==> config.mk <==
export PLATFORM = sky130hd
export DESIGN_NAME = nnir_map
export DESIGN_NICKNAME = d
export VERILOG_FILES = /design/src/nnir_pkg.sv /design/src/nnir_map.sv
export SDC_FILE = /design/constraint.sdc
export NUM_CORES = 2
export LEC_CHECK = 0
export ABC_AREA = 1
export BUFFER_PORTS_ARGS = -buffer_cell sky130_fd_sc_hd__buf_2
export CAP_MARGIN = 10
export CORE_AREA = 2 2 202 254
export DETAILED_ROUTE_END_ITERATION = 8
export DIE_AREA = 0 0 204 256
export PLACE_DENSITY_LB_ADDON = 0.25
export SYNTH_ARGS = -nofsm -noshare
export SYNTH_HDL_FRONTEND = slang
export SYNTH_SLANG_ARGS = --single-unit
==> constraint.sdc <==
create_clock -name clock -period 14.18 [get_ports clock]
set_input_delay 2.836 -clock clock [delete_from_list [all_inputs] [get_ports clock]]
set_output_delay 2.836 -clock clock [all_outputs]
set_load 0.02 [all_outputs]
==> src/nnir_pkg.sv <==
// ----------------------------------------------------------------------------
// nnir_pkg
// Shared types and constants for the nearest-neighbour image rotator.
// ----------------------------------------------------------------------------
package nnir_pkg;

   localparam int COORD_W   = 7;   // col / row field width
   localparam int PIXEL_W   = 8;
   localparam int CHAN_W    = 2;
   localparam int DIM_W     = 8;   // image_width / image_height registers
   localparam int TRIG_W    = 16;  // Q1.14 cosine and sine
   localparam int DELTA_W   = 10;  // 2x - w, signed
   localparam int PROD_W    = DELTA_W + TRIG_W;
   localparam int FRAC_BITS = 15;  // sums are in units of 2^-15
   localparam int HALF_BITS = 14;  // w*2^14 term
   localparam int SUM_W     = 28;
   localparam int POS_W     = SUM_W - FRAC_BITS;
   localparam int CSR_IDX_W = 2;

   // csr register indexes
   localparam logic [CSR_IDX_W-1:0] REG_IMAGE_WIDTH  = 2'd0;
   localparam logic [CSR_IDX_W-1:0] REG_IMAGE_HEIGHT = 2'd1;
   localparam logic [CSR_IDX_W-1:0] REG_COS_Q14      = 2'd2;
   localparam logic [CSR_IDX_W-1:0] REG_SIN_Q14      = 2'd3;

   // action codes
   localparam logic ACTION_WRITE = 1'b0;
   localparam logic ACTION_READ  = 1'b1;

   // reset values of the csr registers
   localparam logic [DIM_W-1:0]         RESET_WIDTH  = 8'd128;
   localparam logic [DIM_W-1:0]         RESET_HEIGHT = 8'd128;
   localparam logic signed [TRIG_W-1:0] RESET_COS    = 16'sd16384;
   localparam logic signed [TRIG_W-1:0] RESET_SIN    = 16'sd0;

   typedef struct packed {
      logic               action;
      logic [CHAN_W-1:0]  channel;
      logic [COORD_W-1:0] col;
      logic [COORD_W-1:0] row;
      logic [PIXEL_W-1:0] pixel_in;
   } item_type;

   // stage load enables of the coordinate pipeline
   typedef struct packed {
      logic prod;
      logic sum;
   } advance_type;

endpackage

==> src/nnir_map.sv <==
// ----------------------------------------------------------------------------
// nnir_map
// Two-stage inverse mapping: four products, then the two position sums.
// ----------------------------------------------------------------------------
module nnir_map (
   input  logic                                   clock,
   input  nnir_pkg::advance_type                  advance,
   input  logic [nnir_pkg::COORD_W-1:0]           col,
   input  logic [nnir_pkg::COORD_W-1:0]           row,
   input  logic [nnir_pkg::DIM_W-1:0]             width,
   input  logic [nnir_pkg::DIM_W-1:0]             height,
   input  logic signed [nnir_pkg::TRIG_W-1:0]     cos_q14,
   input  logic signed [nnir_pkg::TRIG_W-1:0]     sin_q14,
   output logic signed [nnir_pkg::SUM_W-1:0]      nx,
   output logic signed [nnir_pkg::SUM_W-1:0]      ny
);

   localparam int PAD_W = nnir_pkg::SUM_W - nnir_pkg::DIM_W - nnir_pkg::HALF_BITS;
   localparam int EXT_W = nnir_pkg::SUM_W - nnir_pkg::PROD_W;

   logic signed [nnir_pkg::DELTA_W-1:0] dx2;
   logic signed [nnir_pkg::DELTA_W-1:0] dy2;
   logic signed [nnir_pkg::PROD_W-1:0]  xc_ff, ys_ff, xs_ff, yc_ff;
   logic signed [nnir_pkg::SUM_W-1:0]   xc_ext, ys_ext, xs_ext, yc_ext;
   logic signed [nnir_pkg::SUM_W-1:0]   w_half, h_half, half;
   logic signed [nnir_pkg::SUM_W-1:0]   nx_in, ny_in;
   logic signed [nnir_pkg::SUM_W-1:0]   nx_ff, ny_ff;

   // doubled offsets from the centre
   assign dx2 = $signed({2'b00, col, 1'b0}) - $signed({2'b00, width});
   assign dy2 = $signed({2'b00, row, 1'b0}) - $signed({2'b00, height});

   always_ff @(posedge clock) begin
      if (advance.prod) begin
         xc_ff <= dx2 * cos_q14;
         ys_ff <= dy2 * sin_q14;
         xs_ff <= dx2 * sin_q14;
         yc_ff <= dy2 * cos_q14;
      end
   end

   assign xc_ext = {{EXT_W{xc_ff[nnir_pkg::PROD_W-1]}}, xc_ff};
   assign ys_ext = {{EXT_W{ys_ff[nnir_pkg::PROD_W-1]}}, ys_ff};
   assign xs_ext = {{EXT_W{xs_ff[nnir_pkg::PROD_W-1]}}, xs_ff};
   assign yc_ext = {{EXT_W{yc_ff[nnir_pkg::PROD_W-1]}}, yc_ff};
   assign w_half = $signed({{PAD_W{1'b0}}, width, {nnir_pkg::HALF_BITS{1'b0}}});
   assign h_half = $signed({{PAD_W{1'b0}}, height, {nnir_pkg::HALF_BITS{1'b0}}});
   assign half   = $signed(nnir_pkg::SUM_W'(1) <<< nnir_pkg::HALF_BITS);

   assign nx_in = w_half + xc_ext + ys_ext + half;
   assign ny_in = h_half - xs_ext + yc_ext + half;

   always_ff @(posedge clock) begin
      if (advance.sum) begin
         nx_ff <= nx_in;
         ny_ff <= ny_in;
      end
   end

   assign nx = nx_ff;
   assign ny = ny_ff;

endmodule

Yosys cells after proc, flatten, opt, wreduce, memory -nomap -nowiden

Cells that the tools add are included.

Add/sub/neg operators: 8
Multiply operators: 4

Operator list:

| kind                     | count |
|---|---|
| $mul A9 B16 Y25          | 4 |
| $add A28 B16 Y28 const B | 2 |
| $add A26 B25 Y27         | 2 |
| $add A23 B25 Y26         | 1 |
| $sub A23 B25 Y26         | 1 |
| $sub A8 B8 Y9            | 2 |

Flip-flop bits (word level): 156
Output and inout port bits: 56
Word-level logic and storage cells: 18

Longest topological paths before layout

Depth after elaboration: 3
Depth in mapped cells: 36
Gate-level depth less buffers: 35

Worst setup path after synthesis

OpenSTA, ideal clock, no wires.

Path kind: in2reg
Start: input port width[2] (netlist name)
End: register xs_ff[21] (netlist name), data pin
Library setup time: 0.265 ns
Arrival time: 8.204 ns
Data required time: 13.915 ns
Setup slack: 5.711 ns
Cell stages on the path: 27
Path through: inv_1 -> ha_1 -> inv_1 -> nor2_1 -> o21ai_1 -> nand2_1 -> or2_2 -> nand2_1 -> clkbuf_1 -> nor2_1 -> fa_1 -> inv_1 -> fa_1 -> inv_1 -> fa_1 -> fa_1 -> inv_1 -> fa_1 -> inv_1 -> ha_1 -> a21oi_1 -> o21ai_0 -> a21oi_1 -> o21ai_0 -> a21oi_1 -> o21ai_0 -> xor2_1

Cells in the longest elaborated chain, start to end: 2

Ends and longest elaborated chain:

| item                 | RTL line       | RTL |
|---|---|---|
| start, declared      | nnir_map.sv:10 | `input logic [nnir_pkg::DIM_W-1:0] width,` |
| $sub A8 B8 Y9        | nnir_map.sv:30 | `assign dx2 = $signed({2'b00, col, 1'b0}) - $signed({2'b00, width});` |
| $mul A9 B16 Y25      | nnir_map.sv:37 | `xs_ff <= dx2 * sin_q14;` |
| end signal, assigned | nnir_map.sv:37 |  |
| end, declared        | nnir_map.sv:23 | `logic signed [nnir_pkg::PROD_W-1:0] xc_ff, ys_ff, xs_ff, yc_ff;` |

Every way passes these cells.
A chain may end at the register's enable or synchronous reset.

Worst setup path in the final report

Start: input port height[0] (netlist name)
End: register ys_ff[21] (netlist name), data pin

Cells in the longest elaborated chain, start to end: 2

Ends and longest elaborated chain:

| item                 | RTL line       | RTL |
|---|---|---|
| start, declared      | nnir_map.sv:11 | `input logic [nnir_pkg::DIM_W-1:0] height,` |
| $sub A8 B8 Y9        | nnir_map.sv:31 | `assign dy2 = $signed({2'b00, row, 1'b0}) - $signed({2'b00, height});` |
| $mul A9 B16 Y25      | nnir_map.sv:36 | `ys_ff <= dy2 * sin_q14;` |
| end signal, assigned | nnir_map.sv:36 |  |
| end, declared        | nnir_map.sv:23 |  |

Every way passes these cells.

==> results.json <==
{
  "period_share_pct": 68.02,
  "synth_xor_area_share_pct": 4.328,
  "cp.required_ns": 14.39,
  "ctsHoldBuffers": 0,
  "path_class": "in2reg",
  "design_area_sq_mm": 0.03150,
  "clockRootBuffer": "clkbuf_16",
  "synth_top_family_by_area": "adder cells",
  "vias_per_cell": 5.448,
  "clock_sink_count": 156,
  "ys_async_sr_fraction_pct": 0,
  "synth-seq-cells": 156,
  "cp-end-kind": "flip-flop",
  "numCtsBuffers": 17,
  "antenna_found_initial": 2,
  "area_growth_pct": 6.098,
  "cp-start-kind": "primary input",
  "wl_mm": 75.15,
  "dp.cells": 4244,
  "finalSetupViolCount": 0,
  "synth.most_common_cell": "nand2_1",
  "grt_pass1_wl_mm": 123.6,
  "port_buffers": 120,
  "arrival_ns": 9.86,
  "cpMostUsedCell": "fa_1",
  "h-tree-depth": 4,
  "core_sq_mm": 0.04996,
  "placed_area_sq_mm": 0.03090,
  "max_freq_ghz": 0.1037,
  "postRouteAntennaNets": 0,
  "drive_above_1_share_pct": 6.329,
  "tns_ns": 0,
  "synth.mux.area_fraction_pct": 0,
  "grt_max_degree": 68,
  "drtIter0Drc": 1536,
  "critical_path.max_fanout": 34,
  "synth_edf_count": 156,
  "max-slew-margin-rel_pct": 38.62,
  "crit_chain": "buf_2, buf_4, fa_1, or2_2, nand2_1, clkinv_1, nand2_1, fa_1, inv_1, fa_1, fa_1, fa_1, inv_1, fa_1, inv_1, ha_1, a21oi_1, o21ai_0, a21oi_1, o21ai_0, a21oi_1, o21ai_0, xor2_1",
  "finClkSkew_ns": 0.02173,
  "grt.total_usage_pct": 30.47,
  "grt_pass1_vias": 24202,
  "rsz0062_at_grt": "no",
  "wire_per_inst_um": 17.57,
  "synth.avg_cell_area_sq_um": 8.404,
  "cts_tree": "built",
  "cp-startpoint": "height[0]",
  "ys_seq_area_share_pct": 15.78,
  "syn-num-nets": 4402,
  "worstHoldStart": "ys_ff[0]",
  "fin_cells": 4277,
  "worstMarginPinSlew_ns": 0.9206,
  "slowest_delay_ns": 0.86,
  "synth_top_area_cell": "fa_1",
  "synth_top_area_share_pct": 33.44,
  "synth_commonest_cells": "nand2_1 (717), inv_1 (709), fa_1 (496)",
  "fin_ws_ns": 4.535,
  "clkTransAtPathRegs_ns": 0.08,
  "pin_count": 121,
  "drc": 0,
  "status": "completed",
  "synth_compound_area_share_pct": 3.940,
  "yosys-top-cells-area": "fa_1 (33%), edfxtp_1 (16%), ha_1 (13%)",
  "yosysUniqueCellTypes": 45,
  "cap_violations": 0,
  "finalHoldViolCount": 0,
  "grt_overflow_total": 0,
  "num_rows": 92,
  "die_y_um": 256,
  "route.vias.total": 23303,
  "num-nets-final": 4474,
  "yosys_warnings": 0,
  "ys.flop_type": "edfxtp_1",
  "clk_latency_ns": 0.47,
  "drv_slew": 0,
  "clock_path_buffers": 2,
  "syn_inst": 3533,
  "syn-cell-area_sq_mm": 0.02969,
  "fp.dieW_um": 204,
  "synthSimpleGateAreaFrac_pct": 19.03,
  "min_path_type": "reg2reg",
  "crit_path_top_delay_cell": "clkinv_1",
  "place_congestion": 0.9408,
  "dp_slack_ns": 4.170,
  "die_area_sq_mm": 0.05222,
  "synthAdderAreaFrac_pct": 46.42,
  "hpwl_mm": 61.56,
  "initial_core_util_pct": 59.43,
  "ctsResizeCount": 0,
  "firstDrtPassIters": 5,
  "layout_min_cycle_time_ns": 9.645,
  "r2r-start": "yc_ff[1]",
  "postCtsSetupBuffers": 0
}
==> final timing paths <==
| kind | endpoint | slack (ns) | depth (start not counted) |
|---|---|---|---|
| worst min register to register | nx[0] | 0.54 | 1 |
| worst max register to register | ny[22] | 10.80 | 15 |
| worst max-delay path | ys_ff[21] | 4.53 | 23 |
| worst min-delay path | nx[0] | 0.54 | 1 |
==> cell families (layout without fill, tap and decap cells) <==
group,count (synthesis),after routing
AOI/OAI and AO/OA,219,219
xor gates and xnor gates,145,145
adders and majority gates,804,804
buffers and inverters,821,906
DFF,156,156
other,0,1
and+or+nand+nor,1388,1388
==> final cells by class <==
cell class	count	area (sq um)
Antenna cell	1	2.502
Clock buffer	17	425.4
Clock inverter	15	175.2
Fill cell	4396	18460
Inverter	738	2770
Multi-Input combinational cell	2556	21900
Sequential cell	156	4684
Tap cell	658	823.3
Timing Repair Buffer	136	723.2
==> registers in the layout (all words and copies together), names as in the netlist <==
register	cells
ny	28
xc_ff	25
yc_ff	25
nx	28
xs_ff	25
ys_ff	25
==> cells in the final DEF (no fill, tap or decap), types with 18 or more instances in the layout <==
master    Yosys  final
fa_1        496    496
clkinv_1     22     22
buf_2        10    119
nand4_1      37     37
edfxtp_1    156    156
nor2_1      472    472
a21oi_1     123    123
nand2_2      18     18
nand2_1     717    717
xnor2_1      61     60
nand3_1      88     88
inv_1       709    709
ha_1        308    308
xor2_1       82     82
o21ai_0      56     56
==> metrics by stage <==
| step | utilization, % | hold slack [ns] |
|---|---|---|
| global placement | 61.85 | 0.5305 |
| finish | 63.06 | 0.5437 |
| floorplan | - | 0.5128 |
| CTS | 63.05 | 0.5462 |
| global route | 63.05 | 0.5825 |
| detailed placement | 61.85 | 0.5235 |
==> critical path: cells and delay by family <==
kind	cells	cell delay, ns
adders and majority gates	7	3.20
and+or+nand+nor	3	0.98
buffers and inverters	6	1.39
AOI/OAI and AO/OA	6	1.35
xor gates and xnor gates	1	0.09
==> metal layers <==
layer | GRT usage (%) | vias to the layer above | wire length, um
met5 | 0 | - | 25
met4 | 16.79 | 4 | 4747
met3 | 4.482 | 229 | 5441
met2 | 50.11 | 858 | 35570
met1 | 38.68 | 11298 | 29370
li1 | - | 10914 | -
Power is left out: the tool's default activity adds up to more than one toggle a clock period on the data nets, which glitch-free logic cannot reach.
